**config.mk**
```make
export PLATFORM = sky130hd
export DESIGN_NAME = base32_id_encoder_top
export DESIGN_NICKNAME = d
export VERILOG_FILES = /design/src/rtl/core/b32id_pkg.sv /design/src/rtl/core/base32_id_encoder_top.sv /design/src/rtl/core/b32id_dp.sv /design/src/rtl/core/b32id_ctrl.sv
export SDC_FILE = /design/constraint.sdc
export NUM_CORES = 1
export LEC_CHECK = 0
export BUFFER_PORTS_ARGS = -buffer_cell sky130_fd_sc_hd__buf_2
export CAP_MARGIN = 15
export CELL_PAD_IN_SITES_DETAIL_PLACEMENT = 1
export CELL_PAD_IN_SITES_GLOBAL_PLACEMENT = 1
export CORE_AREA = 3 3 101 103
export CTS_CLUSTER_DIAMETER = 30
export DETAILED_ROUTE_END_ITERATION = 10
export DIE_AREA = 0 0 104 106
export PLACE_DENSITY = 0.89
export SLEW_MARGIN = 20
export SYNTH_ARGS = -nofsm -noshare
export SYNTH_HDL_FRONTEND = slang
export SYNTH_SLANG_ARGS = --single-unit
```
**constraint.sdc**
```tcl
create_clock -name clk -period 3.61 [get_ports clk]
set_clock_uncertainty 0.05 [all_clocks]
set_input_delay 0.1805 -clock clk [delete_from_list [all_inputs] [get_ports clk]]
set_output_delay 0.1805 -clock clk [all_outputs]
set_load 0.1 [all_outputs]
```
**src/rtl/core/b32id_pkg.sv**
```systemverilog
`timescale 1ns / 1ps

package b32id_pkg;

  localparam int unsigned WordW = 32;
  localparam int unsigned AccW  = 36;
  localparam int unsigned CharW = 7;
  localparam int unsigned CntW  = 3;
  localparam int unsigned DigW  = 5;

  typedef struct packed {
    logic       load;
    logic       emit;
    logic       emit_pfx;
    logic [1:0] pidx;
    logic       last;
    logic       finish;
  } dp_cmd_t;

  typedef struct packed {
    logic out_free;
    logic pfx;
    logic fin;
    logic seven;
    logic rem_nz;
  } dp_stat_t;

  typedef enum logic [3:0] {
    S_IDLE   = 4'b0001,
    S_PREFIX = 4'b0010,
    S_DIGIT  = 4'b0100,
    S_FLUSH  = 4'b1000
  } state_t;

  // Bits left over after cutting (32 + cnt) bits into 5-bit digits.
  function automatic logic [CntW-1:0] rem_bits(input logic [CntW-1:0] cnt);
    logic [CntW-1:0] r;
    unique case (cnt)
      3'd0:    r = 3'd2;
      3'd1:    r = 3'd3;
      3'd2:    r = 3'd4;
      3'd3:    r = 3'd0;
      3'd4:    r = 3'd1;
      default: r = 3'd0;
    endcase
    return r;
  endfunction

  function automatic logic [CharW-1:0] b32_char(input logic [DigW-1:0] d);
    logic [CharW-1:0] c;
    if (d < 5'd26) begin
      c = 7'h41 + {2'b00, d};
    end else begin
      c = 7'h32 + {2'b00, d - 5'd26};
    end
    return c;
  endfunction

  function automatic logic [CharW-1:0] pfx_char(input logic [1:0] idx);
    logic [CharW-1:0] c;
    unique case (idx)
      2'd0:    c = 7'h53;
      2'd1:    c = 7'h54;
      2'd2:    c = 7'h4D;
      default: c = 7'h53;
    endcase
    return c;
  endfunction

endpackage

```
**src/rtl/core/base32_id_encoder_top.sv**
```systemverilog
`timescale 1ns / 1ps

// Base32 identifier encoder. Each accepted beat carries one 32-bit identifier
// word, most significant byte first; the block turns the bit stream into
// base32 characters (A-Z, 2-7), one character beat per cycle while out_stall
// is low, after a three-character prefix at the start of each identifier. The
// beat marked final flushes leftover bits as one zero-padded digit and flags
// the last character; a one-word identifier drops its two leftover bits
// instead. A word passes an accept step, then three prefix characters or a
// turnaround state when no prefix is due, then its digits (six or seven, plus
// the flush digit on a final word that needs one), all through the single
// character output register. The next word is taken as soon as the last
// character of the current one is in that register, even if it is stalled.
module base32_id_encoder_top
  import b32id_pkg::*;
(
  input  logic             clk,
  input  logic             rst_n,
  input  logic             in_valid,
  output logic             in_stall,
  input  logic [WordW-1:0] in_uid_word,
  input  logic             in_final_word,
  output logic             out_valid,
  input  logic             out_stall,
  output logic [CharW-1:0] out_character,
  output logic             out_last_char
);

  dp_cmd_t  cmd;
  dp_stat_t stat;

  b32id_ctrl u_ctrl (
    .clk      (clk),
    .rst_n    (rst_n),
    .in_valid (in_valid),
    .in_stall (in_stall),
    .stat     (stat),
    .cmd      (cmd)
  );

  b32id_dp u_dp (
    .clk           (clk),
    .rst_n         (rst_n),
    .in_uid_word   (in_uid_word),
    .in_final_word (in_final_word),
    .out_stall     (out_stall),
    .out_valid     (out_valid),
    .out_character (out_character),
    .out_last_char (out_last_char),
    .cmd           (cmd),
    .stat          (stat)
  );

endmodule

```
**src/rtl/core/b32id_dp.sv**
```systemverilog
`timescale 1ns / 1ps

module b32id_dp
  import b32id_pkg::*;
(
  input  logic             clk,
  input  logic             rst_n,
  input  logic [WordW-1:0] in_uid_word,
  input  logic             in_final_word,
  input  logic             out_stall,
  output logic             out_valid,
  output logic [CharW-1:0] out_character,
  output logic             out_last_char,
  input  dp_cmd_t          cmd,
  output dp_stat_t         stat
);

  logic [AccW-1:0]  acc_r, acc_nxt;
  logic [CntW-1:0]  cnt_r, cnt_nxt;
  logic [3:0]       lo_r, lo_nxt;
  logic             at_start_r, at_start_nxt;
  logic             pfx_r, pfx_nxt;
  logic             fin_r, fin_nxt;
  logic             oval_r, oval_nxt;
  logic [CharW-1:0] ochar_r, ochar_nxt;
  logic             olast_r, olast_nxt;
  logic [CntW-1:0]  rem;

  assign rem = rem_bits(cnt_r);

  always_comb begin
    acc_nxt      = acc_r;
    cnt_nxt      = cnt_r;
    lo_nxt       = lo_r;
    at_start_nxt = at_start_r;
    pfx_nxt      = pfx_r;
    fin_nxt      = fin_r;
    oval_nxt     = oval_r;
    ochar_nxt    = ochar_r;
    olast_nxt    = olast_r;

    if (cmd.load) begin
      // Left-align the leftover bits and the new word so digits come off the top.
      acc_nxt      = {lo_r, in_uid_word} << (3'd4 - cnt_r);
      fin_nxt      = in_final_word;
      pfx_nxt      = at_start_r;
      at_start_nxt = 1'b0;
    end

    if (cmd.emit) begin
      oval_nxt  = 1'b1;
      olast_nxt = cmd.last;
      if (cmd.emit_pfx) begin
        ochar_nxt = pfx_char(cmd.pidx);
      end else begin
        ochar_nxt = b32_char(acc_r[AccW-1 -: DigW]);
        acc_nxt   = {acc_r[AccW-DigW-1:0], {DigW{1'b0}}};
      end
    end else if (!out_stall) begin
      oval_nxt = 1'b0;
    end

    if (cmd.finish) begin
      if (fin_r) begin
        cnt_nxt      = '0;
        lo_nxt       = '0;
        at_start_nxt = 1'b1;
      end else begin
        // The finishing digit is shifting out this cycle; keep what sits below it.
        cnt_nxt = rem;
        lo_nxt  = acc_r[AccW-DigW-1 -: 4] >> (3'd4 - rem);
      end
    end
  end

  always_ff @(posedge clk) begin
    if (!rst_n) begin
      cnt_r      <= '0;
      lo_r       <= '0;
      at_start_r <= 1'b1;
      oval_r     <= 1'b0;
    end else begin
      cnt_r      <= cnt_nxt;
      lo_r       <= lo_nxt;
      at_start_r <= at_start_nxt;
      oval_r     <= oval_nxt;
    end
  end

  always_ff @(posedge clk) begin
    acc_r   <= acc_nxt;
    pfx_r   <= pfx_nxt;
    fin_r   <= fin_nxt;
    ochar_r <= ochar_nxt;
    olast_r <= olast_nxt;
  end

  assign stat.out_free = !oval_r || !out_stall;
  assign stat.pfx      = pfx_r;
  assign stat.fin      = fin_r;
  assign stat.seven    = (cnt_r >= 3'd3);
  assign stat.rem_nz   = (rem != 3'd0);

  assign out_valid     = oval_r;
  assign out_character = ochar_r;
  assign out_last_char = olast_r;

endmodule

```
**src/rtl/core/b32id_ctrl.sv**
```systemverilog
`timescale 1ns / 1ps

module b32id_ctrl
  import b32id_pkg::*;
(
  input  logic     clk,
  input  logic     rst_n,
  input  logic     in_valid,
  output logic     in_stall,
  input  dp_stat_t stat,
  output dp_cmd_t  cmd
);

  state_t          state_r, state_nxt;
  logic [1:0]      pidx_r, pidx_nxt;
  logic [CntW-1:0] dcnt_r, dcnt_nxt;
  logic            dlast;

  assign in_stall = (state_r != S_IDLE);
  assign dlast    = (dcnt_r == (stat.seven ? 3'd6 : 3'd5));

  always_comb begin
    state_nxt = state_r;
    pidx_nxt  = pidx_r;
    dcnt_nxt  = dcnt_r;
    cmd       = '0;

    unique case (state_r)
      S_IDLE: begin
        if (in_valid) begin
          cmd.load  = 1'b1;
          pidx_nxt  = 2'd0;
          dcnt_nxt  = 3'd0;
          state_nxt = S_PREFIX;
        end
      end
      S_PREFIX: begin
        if (!stat.pfx) begin
          state_nxt = S_DIGIT;
        end else if (stat.out_free) begin
          cmd.emit     = 1'b1;
          cmd.emit_pfx = 1'b1;
          cmd.pidx     = pidx_r;
          pidx_nxt     = pidx_r + 2'd1;
          if (pidx_r == 2'd2) begin
            state_nxt = S_DIGIT;
          end
        end
      end
      S_DIGIT: begin
        if (stat.out_free) begin
          cmd.emit = 1'b1;
          dcnt_nxt = dcnt_r + 3'd1;
          if (dlast) begin
            // A one-word identifier drops its two leftover bits after the prefix.
            if (stat.fin && stat.rem_nz && !stat.pfx) begin
              state_nxt = S_FLUSH;
            end else begin
              cmd.last   = stat.fin;
              cmd.finish = 1'b1;
              state_nxt  = S_IDLE;
            end
          end
        end
      end
      S_FLUSH: begin
        if (stat.out_free) begin
          cmd.emit   = 1'b1;
          cmd.last   = 1'b1;
          cmd.finish = 1'b1;
          state_nxt  = S_IDLE;
        end
      end
      default: state_nxt = S_IDLE;
    endcase
  end

  always_ff @(posedge clk) begin
    if (!rst_n) begin
      state_r <= S_IDLE;
      pidx_r  <= 2'd0;
      dcnt_r  <= '0;
    end else begin
      state_r <= state_nxt;
      pidx_r  <= pidx_nxt;
      dcnt_r  <= dcnt_nxt;
    end
  end

endmodule

```
* After elaboration in Yosys (flattened, before gate mapping)
Cells that the tools add are included.
Storage, ports and cells: latch bits 0, bits in registers 64, memories kept 0, memory bits (read-only) 0, memory bits (writable) 0, word-level logic and storage cells 101
Cells by class: div/mod/pow operators 0, reductions and logical operators 14, mux-type cells 43, add/sub/neg operators 7, shift-type cells 2, multipliers 0, magnitude comparators 2, bitwise gates (word level) 0, eq/ne operators 21
Operator list (number):
- $mux W36 | 3
- $mux W4 | 11
- $shl A36 B3 Y36 | 1
- $mux W2 | 8
- $pmux W4 S4 | 1
- $mux W7 | 2
- $mux W3 | 4
- $pmux W3 S4 | 1
- $pmux W5 S2 | 1
- $mux W1 | 8
- $ne A2 B2 Y1 const B | 4
- $pmux W2 S2 | 2
- $add A6 B5 Y7 const A | 1
- $add A7 B5 Y7 const A | 1
- $ne A2 B1 Y1 const B | 3
- $ne A3 B3 Y1 const B | 2
- $pmux W3 S2 | 1
- $reduce_and A6 Y1 | 1
- $sub A3 B3 Y3 const A | 2
- $lt A5 B5 Y1 const B | 1
- $sub A5 B5 Y5 const B | 1
- $eq A2 B2 Y1 const B | 2
- $eq A4 B1 Y1 const B | 1
- $eq A4 B2 Y1 const B | 1
- 22 further kinds | 26

* Depth between registers and ports, before layout
Gate-level depths: netlist of the first run.
depth after elaboration 10, gate-level depth with buffers 12, mapped depth without buffers 11

* Modules after synthesis
Synthesis of the first run repeated with hierarchy kept, for this count alone.
Unflattened totals: cell total of the unflattened synthesis 502, area, all modules 4704.5 um^2
By module, submodules not included:
- b32id_dp | area each 4063.9 um^2, times used 1, cells an instance 428, sequential area each 1201.2 um^2
- b32id_ctrl | area each 640.6 um^2, times used 1, cells an instance 74, sequential area each 180.2 um^2

* Worst setup path before layout of the first run
Ideal clock, no wire load.
path type reg2reg, start point reg u_dp.cnt_r[0], end point reg u_dp.cnt_r[0], cell stages (with the launch flop) 12, setup slack 1.098 ns, arrival 2.334 ns, clock period less this slack 2.512 ns, library setup time 0.128 ns, cells stage by stage dfxtp_1 buf_4 inv_2 ha_1 mux2i_1 ha_1 ha_1 nor3b_1 o31ai_4 buf_6 mux2i_1 nor2_1
Between the ends: longest elaborated chain between the ends 9, elaborated cells between the ends (all ways) 16, classes of those cells 1 x order compare; 4 x eq/ne; 7 x mux; 4 x reduce/logical
RTL lines:
- start, declared | RTL line b32id_dp.sv:19 | logic [CntW-1:0] cnt_r, cnt_nxt;
- start signal, assigned | RTL line b32id_dp.sv:83 | cnt_r <= cnt_nxt;
- $eq A3 B3 Y1 (tied with other cells) | RTL line b32id_pkg.sv:38 | unique case (cnt)
- $pmux W3 S4 | RTL line b32id_pkg.sv:38
- $reduce_bool A3 Y1 | RTL line b32id_dp.sv:102 | assign stat.rem_nz = (rem != 3'd0);
- $logic_and A1 B1 Y1 (2 in series) | RTL line b32id_ctrl.sv:56 | if (stat.fin && stat.rem_nz && !stat.pfx) begin
- $mux W2 | RTL line b32id_ctrl.sv:56
- $mux W2 | RTL line b32id_ctrl.sv:54 | if (dlast) begin
- $mux W2 | RTL line b32id_ctrl.sv:51 | if (stat.out_free) begin
- $pmux W2 S2 | RTL line b32id_ctrl.sv:28 | unique case (state_r)
Parallel ways exist; a longest one is shown, timed or not. A chain may end at the register's enable or synchronous reset.

* Worst setup path after layout of the first run
start point reg u_dp.cnt_r[0], end point reg u_dp.lo_r[2]
Between the ends: longest elaborated chain between the ends 9, elaborated cells between the ends (all ways) 18, classes of those cells 1 x add/sub; 1 x order compare; 4 x eq/ne; 1 x shift; 7 x mux; 4 x reduce/logical
RTL lines:
- branches (longest 9 deep; another with $sub A3 B3 Y3)
- end signal, assigned | RTL line b32id_dp.sv:84 | lo_r <= lo_nxt;
- end, declared | RTL line b32id_dp.sv:20 | logic [3:0] lo_r, lo_nxt;
Parallel ways; which one is timed is not known.

==> results of run 1 <==
[through the flow]
stage                     util (%)  hold slack [ns]  worst slack, ns  cell area [µm²]  power [mW]
after floorplan                  -           0.2292            1.098             4322       1.233
after global placement       49.33           0.3083           0.9574             4579       1.332
after detailed placement     49.33           0.3093           0.7934             4579       1.366
after CTS                    51.44          0.03275           0.7975             4776       1.969
after global routing         51.44          0.04625           0.5738             4776       2.076
final                        51.44          0.04430           0.8212             4776       1.965
[routing by layer]
metal | routed length, µm | global-route usage (%) | part of all wire, % | vias up
met4 | 99 | 6.933 | 0.89 | 0
met3 | 421 | 2.307 | 3.8 | 8
met2 | 5453 | 35.24 | 49 | 73
met5 | 0 | 0 | 0 | -
met1 | 5170 | 27.69 | 46 | 1760
li1 | - | - | - | 1767
[cell families after synthesis]
group,Yosys count,synth area share [%]
xor gates and xnor gates,7,1.419
AOI/OAI and AO/OA,112,15.87
muxes,71,24.67
adders and majority gates,15,4.343
and+or+nand+nor,155,16.47
DFF,64,31.96
buffers and inverters,47,5.270
[worst min path at each step]
stage	startpoint	to
after floorplan	rst_n	u_ctrl.state_r[0]
after global placement	in_final_word	u_dp.fin_r
after detailed placement	in_final_word	u_dp.fin_r
after CTS	rst_n	u_ctrl.state_r[0]
after global routing	rst_n	u_ctrl.state_r[0]
final	rst_n	u_ctrl.state_r[0]
[flip-flops by register name, summed over array words and instances (netlist names)]
signal	count
u_dp.acc_r	36
u_dp.out_character	7
u_ctrl.state_r	4
u_dp.lo_r	4
u_ctrl.dcnt_r	3
u_dp.cnt_r	3
u_ctrl.pidx_r	2
u_dp.at_start_r	1
u_dp.fin_r	1
u_dp.out_last_char	1
u_dp.out_valid	1
u_dp.pfx_r	1
[power by group through the flow]
stage / clock network, mW / logic, mW / registers [mW]
6_report: 0.600 / 0.448 / 0.917
3_3_place_gp: 0 / 0.410 / 0.922
3_5_place_dp: 0 / 0.439 / 0.927
5_1_grt: 0.647 / 0.500 / 0.928
2_1_floorplan: 0 / 0.312 / 0.921
4_1_cts: 0.606 / 0.447 / 0.916
[placed cells by master, fill, tap and decap left out, types with 12 or more instances in the layout]
cell / synthesis / routed
sky130_fd_sc_hd__nand2_1: 89 / 89
sky130_fd_sc_hd__o21ai_1: 60 / 60
sky130_fd_sc_hd__dfxtp_1: 54 / 53
sky130_fd_sc_hd__buf_2: 14 / 46
sky130_fd_sc_hd__mux2i_1: 39 / 39
sky130_fd_sc_hd__mux4_2: 28 / 28
sky130_fd_sc_hd__nor2_1: 26 / 26
sky130_fd_sc_hd__a21oi_1: 20 / 20
sky130_fd_sc_hd__ha_1: 15 / 15
sky130_fd_sc_hd__clkbuf_8: 0 / 12
[final cells by class]
type / count / area, µm²
fillers: 1124 / 4508
multi-input cells: 360 / 2714
flip-flops and latches: 64 / 1383
repair buffers: 51 / 282.8
clock buffers: 14 / 172.7
well taps: 129 / 161.4
inverters: 13 / 48.80
clock inverters: 2 / 13.76
[worst reg2reg max path, cell delays in order (launching register included)]
cell and delay (ns):
sky130_fd_sc_hd__dfxtp_2 0.38, sky130_fd_sc_hd__inv_2 0.10, sky130_fd_sc_hd__ha_1 0.23, sky130_fd_sc_hd__mux2i_1 0.48
sky130_fd_sc_hd__ha_1 0.25, sky130_fd_sc_hd__ha_1 0.13, sky130_fd_sc_hd__nor3b_1 0.08, sky130_fd_sc_hd__o31ai_4 0.65
sky130_fd_sc_hd__mux2i_1 0.27, sky130_fd_sc_hd__nor2_1 0.05
[synthesized netlist by cell type (all sizes together) (10+ instances only)]
| cell type | number | area, µm² |
|---|---|---|
| nand2 | 91 | 346.6 |
| o21ai | 65 | 325.3 |
| dfxtp | 54 | 1081 |
| mux2i | 39 | 390.4 |
| mux4 | 28 | 630.6 |
| nor2 | 26 | 97.59 |
| buf | 23 | 137.6 |
| a21oi | 20 | 100.1 |
| ha | 15 | 187.7 |
| inv | 13 | 48.80 |
| clkbuf | 11 | 41.29 |
| edfxtp | 10 | 300.3 |
[timing repair]
item,4_1_cts,5_1_grt
hold buffers,1,0
setup buffers,0,0
endpoints found under the hold margin,1,0
==> summary.md, run 1 <==
## Global routing
• pin count of the biggest net entering global routing: 62
• GR Overflow Total: 0
• global-route wire length before repair: 18620 µm
• vias in the first global route: 3713
• antenna violations before repair: 0
• GR Util All Layers: 20.75%

## Timing
• final-report setup violation count: 0
• setup repair after global routing missed its margin: false
• final-report max-slew violation count: 0
• Hold Violations, Final: 0
• share of the clock period used by the worst path after layout: 77.25%
• minimum clock period: 2.789 ns
• Fin Setup TNS: 0 ns
• achievable frequency: 358.6 MHz
• max_slew headroom: 31.82%
• actual transition at the worst max-transition pin: 1.023 ns

## Logic synthesis
• register bit count reported by yosys: 64
• post-synthesis cell area: 4322 µm²
• synthesized netlist net count: 523
• number of synthesized flops with an enable pin: 10
• Post-Syn Instances: 471
• count of warnings emitted by yosys: 0
• number of distinct library cells after synthesis: 52
• FFs w/ async S/R, synth: 0%
• Syn Area/Cell: 9.175 µm²
• most frequently used flop master after synthesis: sky130_fd_sc_hd__dfxtp_1
• sequential fraction of the synthesis area: 31.96%

## Die
• Placeable Area: 9284 µm²
• number of placed I/O pins: 47
• starting density of the core: 46.55%
• height of the die: 106 µm
• floorplan die area: 11020 µm²
• width of the chip: 104 µm
• placement row count: 35

## Power
• maximum ir drop on the vdd rail: 0.0002389 V
• power density over the cells: 411.4 nW/µm²
• internal power summed over all cells: 1.322 mW
• switching share of power: 32.73%
• NetSw: 643.1 µW
• clock share of power: 30.5%
• Seq pwr share: 46.7%
• fraction of power consumed by combinational cells: 22.8%
• LEAKAGE: 1.660 nW

## Critical path
• worst reg2reg path startpoint: u_dp.cnt_r[0]
• total number of cells along the worst setup path: 9
• worst-path cell chain: inv_2, ha_1, mux2i_1, ha_1, ha_1, nor3b_1, o31ai_4, mux2i_1, nor2_1
• CP Launch Type: register
• peak fanout along the critical path: 11
• slowest cell delay on critical path: 0.65 ns
• register-to-register setup slack: 0.82 ns
• arrival time of the worst setup path: 2.96 ns
• critical setup path kind: register to register
• critical path's slowest cell: sky130_fd_sc_hd__o31ai_4
• kind of end point of the critical path: register
• capture instance of the worst register-to-register path: u_dp.lo_r[2]
• family with the most delay on the worst path: multiplexers
• required time of the critical path: 3.78 ns
• cell occurring most often along the worst timing path: sky130_fd_sc_hd__ha_1
• cells on worst reg2reg path: 9
• Bufs and invs on worst path: 1
• startpoint of the worst setup timing path: u_dp.cnt_r[0]
• destination of the critical timing path: u_dp.lo_r[2]

## Clocking
• TritonCTS Buffers: 9
• clock insertion delay at the later pin of the skew report: 0.35 ns
• CTS H-tree depth: 3
• number of buffers on the longest clock path: 2
• cell at the root of the clock tree: sky130_fd_sc_hd__clkbuf_8
• post-CTS resize count: 0
• CTS clk-pin slew, worst paths: 0.07 ns
• clk sinks: 64
• TritonCTS clock tree: built

## Detailed routing
• Iter 0 DRT Violations: 316
• detailed-routing iteration count for the pre-antenna-repair pass: 4
• DR vias: 3608
• post-detailed-routing wire length: 11140 µm
• number of antenna-violating nets in the routed design: 0
• via/cell ratio: 5.700
• routed wirelength normalized by instance count: 17.61 µm
• Remaining DRCs: 0

## Placed design
• number of buffers added on ports: 46
• DPL Wire Length: 8181 µm
• placed instance count: 616
• global placement routability congestion: 0.8556

## Finish
• layout net count: 551
• fin cells: 633
• Layout Area Growth over Synthesis: 10.51%
• share of layout cells above drive strength 1: 21.83%
• Ant. Diodes: 0

## Outcome
• run status: completed

## Hold path
• count of cells along the worst hold path: 2
• HP Class: input port to register

## Run
• max-capacitance violation count: 0

Power figures use the tool's default switching activity.
==> run 2: changes to the inputs <==
--- a/config.mk
+++ b/config.mk
@@ -5,15 +5,16 @@
 export SDC_FILE = /design/constraint.sdc
 export NUM_CORES = 1
 export LEC_CHECK = 0
+export ABC_AREA = 1
 export BUFFER_PORTS_ARGS = -buffer_cell sky130_fd_sc_hd__buf_2
 export CAP_MARGIN = 15
 export CELL_PAD_IN_SITES_DETAIL_PLACEMENT = 1
 export CELL_PAD_IN_SITES_GLOBAL_PLACEMENT = 1
-export CORE_AREA = 3 3 101 103
+export CORE_AREA = 3 3 113 115
 export CTS_CLUSTER_DIAMETER = 30
 export DETAILED_ROUTE_END_ITERATION = 10
-export DIE_AREA = 0 0 104 106
-export PLACE_DENSITY = 0.89
+export DIE_AREA = 0 0 116 118
+export PLACE_DENSITY = 0.84
 export SLEW_MARGIN = 20
 export SYNTH_ARGS = -nofsm -noshare
 export SYNTH_HDL_FRONTEND = slang
==> constraint.sdc (replaced) <==
create_clock -name clk -period 2.5 [get_ports clk]
set_clock_uncertainty 0.05 [all_clocks]
set_input_delay 0.125 -clock clk [delete_from_list [all_inputs] [get_ports clk]]
set_output_delay 0.125 -clock clk [all_outputs]
set_load 0.1 [all_outputs]
==> run 2 against run 1 <==
Design area is 3.2% higher; via count is 26% higher; die area is 24% higher; final cell count is 40% higher; global-route usage is 1.9 points lower; routed wire length is 11% higher; register-to-register slack worse by 0.60 ns; count of clock-buffer cells in the layout is 2 lower; worst hold slack better by 0.057 ns; combinational power grew to 6.2 times the previous value; non-clock buffer count is 3 higher; critical path type unchanged; largest cell class unchanged.
==> summary.md, run 2 <==
## Logic synthesis
• leading cell types by total area after synthesis: sky130_fd_sc_hd__dfxtp_1 (25%), sky130_fd_sc_hd__nand2_1 (22%), sky130_fd_sc_hd__o21ai_0 (11%), sky130_fd_sc_hd__nor2_1 (8.0%), sky130_fd_sc_hd__edfxtp_1 (6.9%), was sky130_fd_sc_hd__dfxtp_1 (25%), sky130_fd_sc_hd__mux4_2 (15%), sky130_fd_sc_hd__mux2i_1 (9.0%), sky130_fd_sc_hd__nand2_1 (7.7%), sky130_fd_sc_hd__edfxtp_1 (6.9%)
• count of warnings emitted by yosys: 0, unchanged
• most used standard cell by instance count after synthesis: sky130_fd_sc_hd__nand2_1, unchanged
• most frequently used flop master after synthesis: sky130_fd_sc_hd__dfxtp_1, unchanged
• number of synthesized flops with an enable pin: 10, unchanged
• top-area cell type share of the netlist area: 24.93%, was 25.01%
• register bit count reported by yosys: 64, unchanged
• post-synthesis cell area: 4337 µm², was 4322 µm²
• number of distinct library cells after synthesis: 39, was 52
• most frequent cells after synthesis: sky130_fd_sc_hd__nand2_1 (250), sky130_fd_sc_hd__o21ai_0 (93), sky130_fd_sc_hd__nor2_1 (92), was sky130_fd_sc_hd__nand2_1 (89), sky130_fd_sc_hd__o21ai_1 (60), sky130_fd_sc_hd__dfxtp_1 (54)
• Syn Area/Cell: 6.178 µm², was 9.175 µm²
• FFs w/ async S/R, synth: 0%, unchanged
• Yosys top cell by area: sky130_fd_sc_hd__dfxtp_1, unchanged
• Post-Syn Instances: 702, was 471
• sequential fraction of the synthesis area: 31.85%, was 31.96%
• synthesized netlist net count: 754, was 523

## Critical path
• peak fanout along the critical path: 7, was 11
• capture instance of the worst register-to-register path: u_dp.cnt_r[1], was u_dp.lo_r[2]
• arrival time of the worst setup path: 2.50 ns, was 2.96 ns
• required time of the critical path: 2.72 ns, was 3.78 ns
• critical setup path kind: register to register, unchanged
• cells on worst reg2reg path: 14, was 9
• startpoint of the worst setup timing path: u_dp.cnt_r[1], was u_dp.cnt_r[0]
• register-to-register setup slack: 0.22 ns, was 0.82 ns
• worst reg2reg path startpoint: u_dp.cnt_r[1], was u_dp.cnt_r[0]
• CP Launch Type: register, unchanged
• kind of end point of the critical path: register, unchanged

## Timing
• final-report setup violation count: 0, unchanged
• achievable frequency: 438.7 MHz, was 358.6 MHz
• share of the clock period used by the worst path after layout: 91.18%, was 77.25%
• Fin Setup TNS: 0 ns, unchanged
• Hold WS: 0.1017 ns, was 0.04430 ns
• max_slew headroom: 64.99%, was 31.82%
• setup repair after global routing missed its margin: false, unchanged
• final-report max-slew violation count: 0, unchanged
• Hold Violations, Final: 0, unchanged
• actual transition at the worst max-transition pin: 0.5244 ns, was 1.023 ns
• minimum clock period: 2.279 ns, was 2.789 ns

## Clocking
• clk sinks: 64, unchanged
• clock insertion delay at the later pin of the skew report: 0.34 ns, was 0.35 ns
• CTS clk-pin slew, worst paths: 0.06 ns, was 0.07 ns
• TritonCTS clock tree: built, unchanged
• TritonCTS Buffers: 9, unchanged
• buffers inserted by post-CTS timing repair: 0, unchanged
• number of buffers on the longest clock path: 2, unchanged
• cell at the root of the clock tree: sky130_fd_sc_hd__clkbuf_16, was sky130_fd_sc_hd__clkbuf_8
• CTS H-tree depth: 3, unchanged

## Finish
• Ant. Diodes: 0, unchanged
• Layout Area Growth over Synthesis: 13.65%, was 10.51%
• share of layout cells above drive strength 1: 12.43%, was 21.83%
• layout net count: 787, was 551
• Filler Cells Inserted: 1619, was 1124
• max FFs per register: 36, unchanged
• commonest non-fill, non-tap cell in the layout: sky130_fd_sc_hd__nand2_1, unchanged
• commonest cells after routing, fill and taps aside: sky130_fd_sc_hd__nand2_1 (249), sky130_fd_sc_hd__o21ai_0 (93), sky130_fd_sc_hd__nor2_1 (92), sky130_fd_sc_hd__inv_1 (58), sky130_fd_sc_hd__dfxtp_1 (54), was sky130_fd_sc_hd__nand2_1 (89), sky130_fd_sc_hd__o21ai_1 (60), sky130_fd_sc_hd__dfxtp_1 (53), sky130_fd_sc_hd__buf_2 (46), sky130_fd_sc_hd__mux2i_1 (39)
• register cell area after layout: 1381 µm², was 1383 µm²
• area of combinational cells with multiple inputs: 2530 µm², was 2714 µm²
• largest register by flop count: u_dp.acc_r, unchanged

## Global routing
• vias in the first global route: 4621, was 3713
• pin count of the biggest net entering global routing: 46, was 62
• GR Util All Layers: 18.80%, was 20.75%
• GR Overflow Total: 0, unchanged
• antenna violations before repair: 0, unchanged
• global-route wire length before repair: 21030 µm, was 18620 µm

## Die
• width of the chip: 116 µm, was 104 µm
• Placeable Area: 11910 µm², was 9284 µm²
• floorplan die area: 13690 µm², was 11020 µm²
• height of the die: 118 µm, was 106 µm
• starting density of the core: 36.41%, was 46.55%
• number of placed I/O pins: 47, unchanged
• placement row count: 40, was 35

## Detailed routing
• routed wirelength normalized by instance count: 14.00 µm, was 17.61 µm
• number of antenna-violating nets in the routed design: 0, unchanged
• DR vias: 4538, was 3608
• Remaining DRCs: 0, unchanged
• Iter 0 DRT Violations: 126, was 316
• via/cell ratio: 5.116, was 5.700
• detailed-routing iteration count for the pre-antenna-repair pass: 6, was 4
• post-detailed-routing wire length: 12420 µm, was 11140 µm

## Hold path
• worst hold path endpoint: u_dp.at_start_r, was u_ctrl.state_r[0]
• HP Class: input port to register, unchanged
• count of cells along the worst hold path: 2, unchanged
• HP Start: rst_n, unchanged

## Power
• total power after layout: 5.785 mW, was 1.965 mW
• power density over the cells: 1174 nW/µm², was 411.4 nW/µm²
• maximum ir drop on the vdd rail: 0.0005663 V, was 0.0002389 V
• LEAKAGE: 2.465 nW, was 1.660 nW

## Placed design
• DPL Wire Length: 9269 µm, was 8181 µm
• global placement routability congestion: 0.9051, was 0.8556
• number of buffers added on ports: 46, unchanged

## Run
• max-capacitance violation count: 0, unchanged

## Outcome
• run status: completed, unchanged

[run 2: changes by cell type after synthesis, sizes merged, moves of 28 or more]
cell and delta:
mux2i -38, inv +47, nand3 +28, nor2 +71
mux4 -28, o21ai +29, nand2 +163
[run 2: routing by layer]
layer | vias to the layer above | part of all wire (%) | track usage, % | wire length, µm
li1 | 2296 | - | - | -
met1 | 2161 | 43 | 21.79 | 5306
met2 | 61 | 53 | 33.71 | 6575
met3 | 20 | 2.6 | 4.010 | 328
met4 | 0 | 1.7 | 6.236 | 208
met5 | - | 0 | 0 | 0
[run 2: power by group]
group	internal, mW	switching, mW	total (mW)
Combinational	0.859	1.93	2.79
Clock	0.802	0.462	1.26
Sequential	1.49	0.248	1.73
[run 2: kinds of logic (layout without fill, tap and decap cells)]
family	count (synthesis)	count (layout)	synth area share, %
compound gates	126	126	15.70
fa+ha+maj	15	15	4.328
buf+inv	95	133	10.07
simple gates	401	401	37.82
flops	64	64	31.85
mux	1	1	0.2308
[run 2: critical path: stages, from the launching register on]
cell	delay, ns
sky130_fd_sc_hd__dfxtp_1	0.34
sky130_fd_sc_hd__inv_1	0.10
sky130_fd_sc_hd__ha_1	0.16
sky130_fd_sc_hd__nand2_1	0.12
sky130_fd_sc_hd__nand2_2	0.14
sky130_fd_sc_hd__inv_1	0.09
sky130_fd_sc_hd__ha_1	0.20
sky130_fd_sc_hd__ha_1	0.19
sky130_fd_sc_hd__nor3_2	0.22
sky130_fd_sc_hd__nor2_2	0.09
sky130_fd_sc_hd__nand2_2	0.15
sky130_fd_sc_hd__nand2_2	0.12
sky130_fd_sc_hd__nand2_1	0.08
sky130_fd_sc_hd__nand2_1	0.06
sky130_fd_sc_hd__nor2_1	0.09
[run 2: repair_timing]
| item | 4_1_cts | 5_1_grt |
|---|---|---|
| gates resized for setup | 1 | 3 |
| endpoints found under the setup margin | 4 | 9 |
| hold buffers | 1 | 0 |
| endpoints found under the hold margin | 1 | 0 |
[run 2: metrics by stage]
stage	area (µm²)	utilization, %	instances	setup WS (ns)
detailed placement	4606	38.67	870	0.03378
floorplan	4337	-	702	0.09074
global route	4928	41.38	887	0.03041
CTS	4917	41.28	887	0.05500
finish	4928	41.38	887	0.2205
global placement	4606	38.67	870	0.2509
[run 2: worst max-delay path by stage]
stage	to	slack, ns	cells after the start
floorplan	u_dp.cnt_r[0]	0.09	14
global placement	u_dp.cnt_r[0]	0.25	12
detailed placement	u_dp.lo_r[1]	0.03	12
CTS	u_dp.lo_r[1]	0.05	12
global route	u_dp.cnt_r[1]	0.03	14
finish	u_dp.cnt_r[1]	0.22	14
[run 2: layout make-up]
class                      count  share of cell area, %
clock inverter                 4                  1.117
clock buffer                  12                  5.001
timing repair buffer          54                  5.941
inverter                      63                  4.849
sequential                    64                  28.03
multi-input combinational    543                  51.33
tap                          147                  3.732
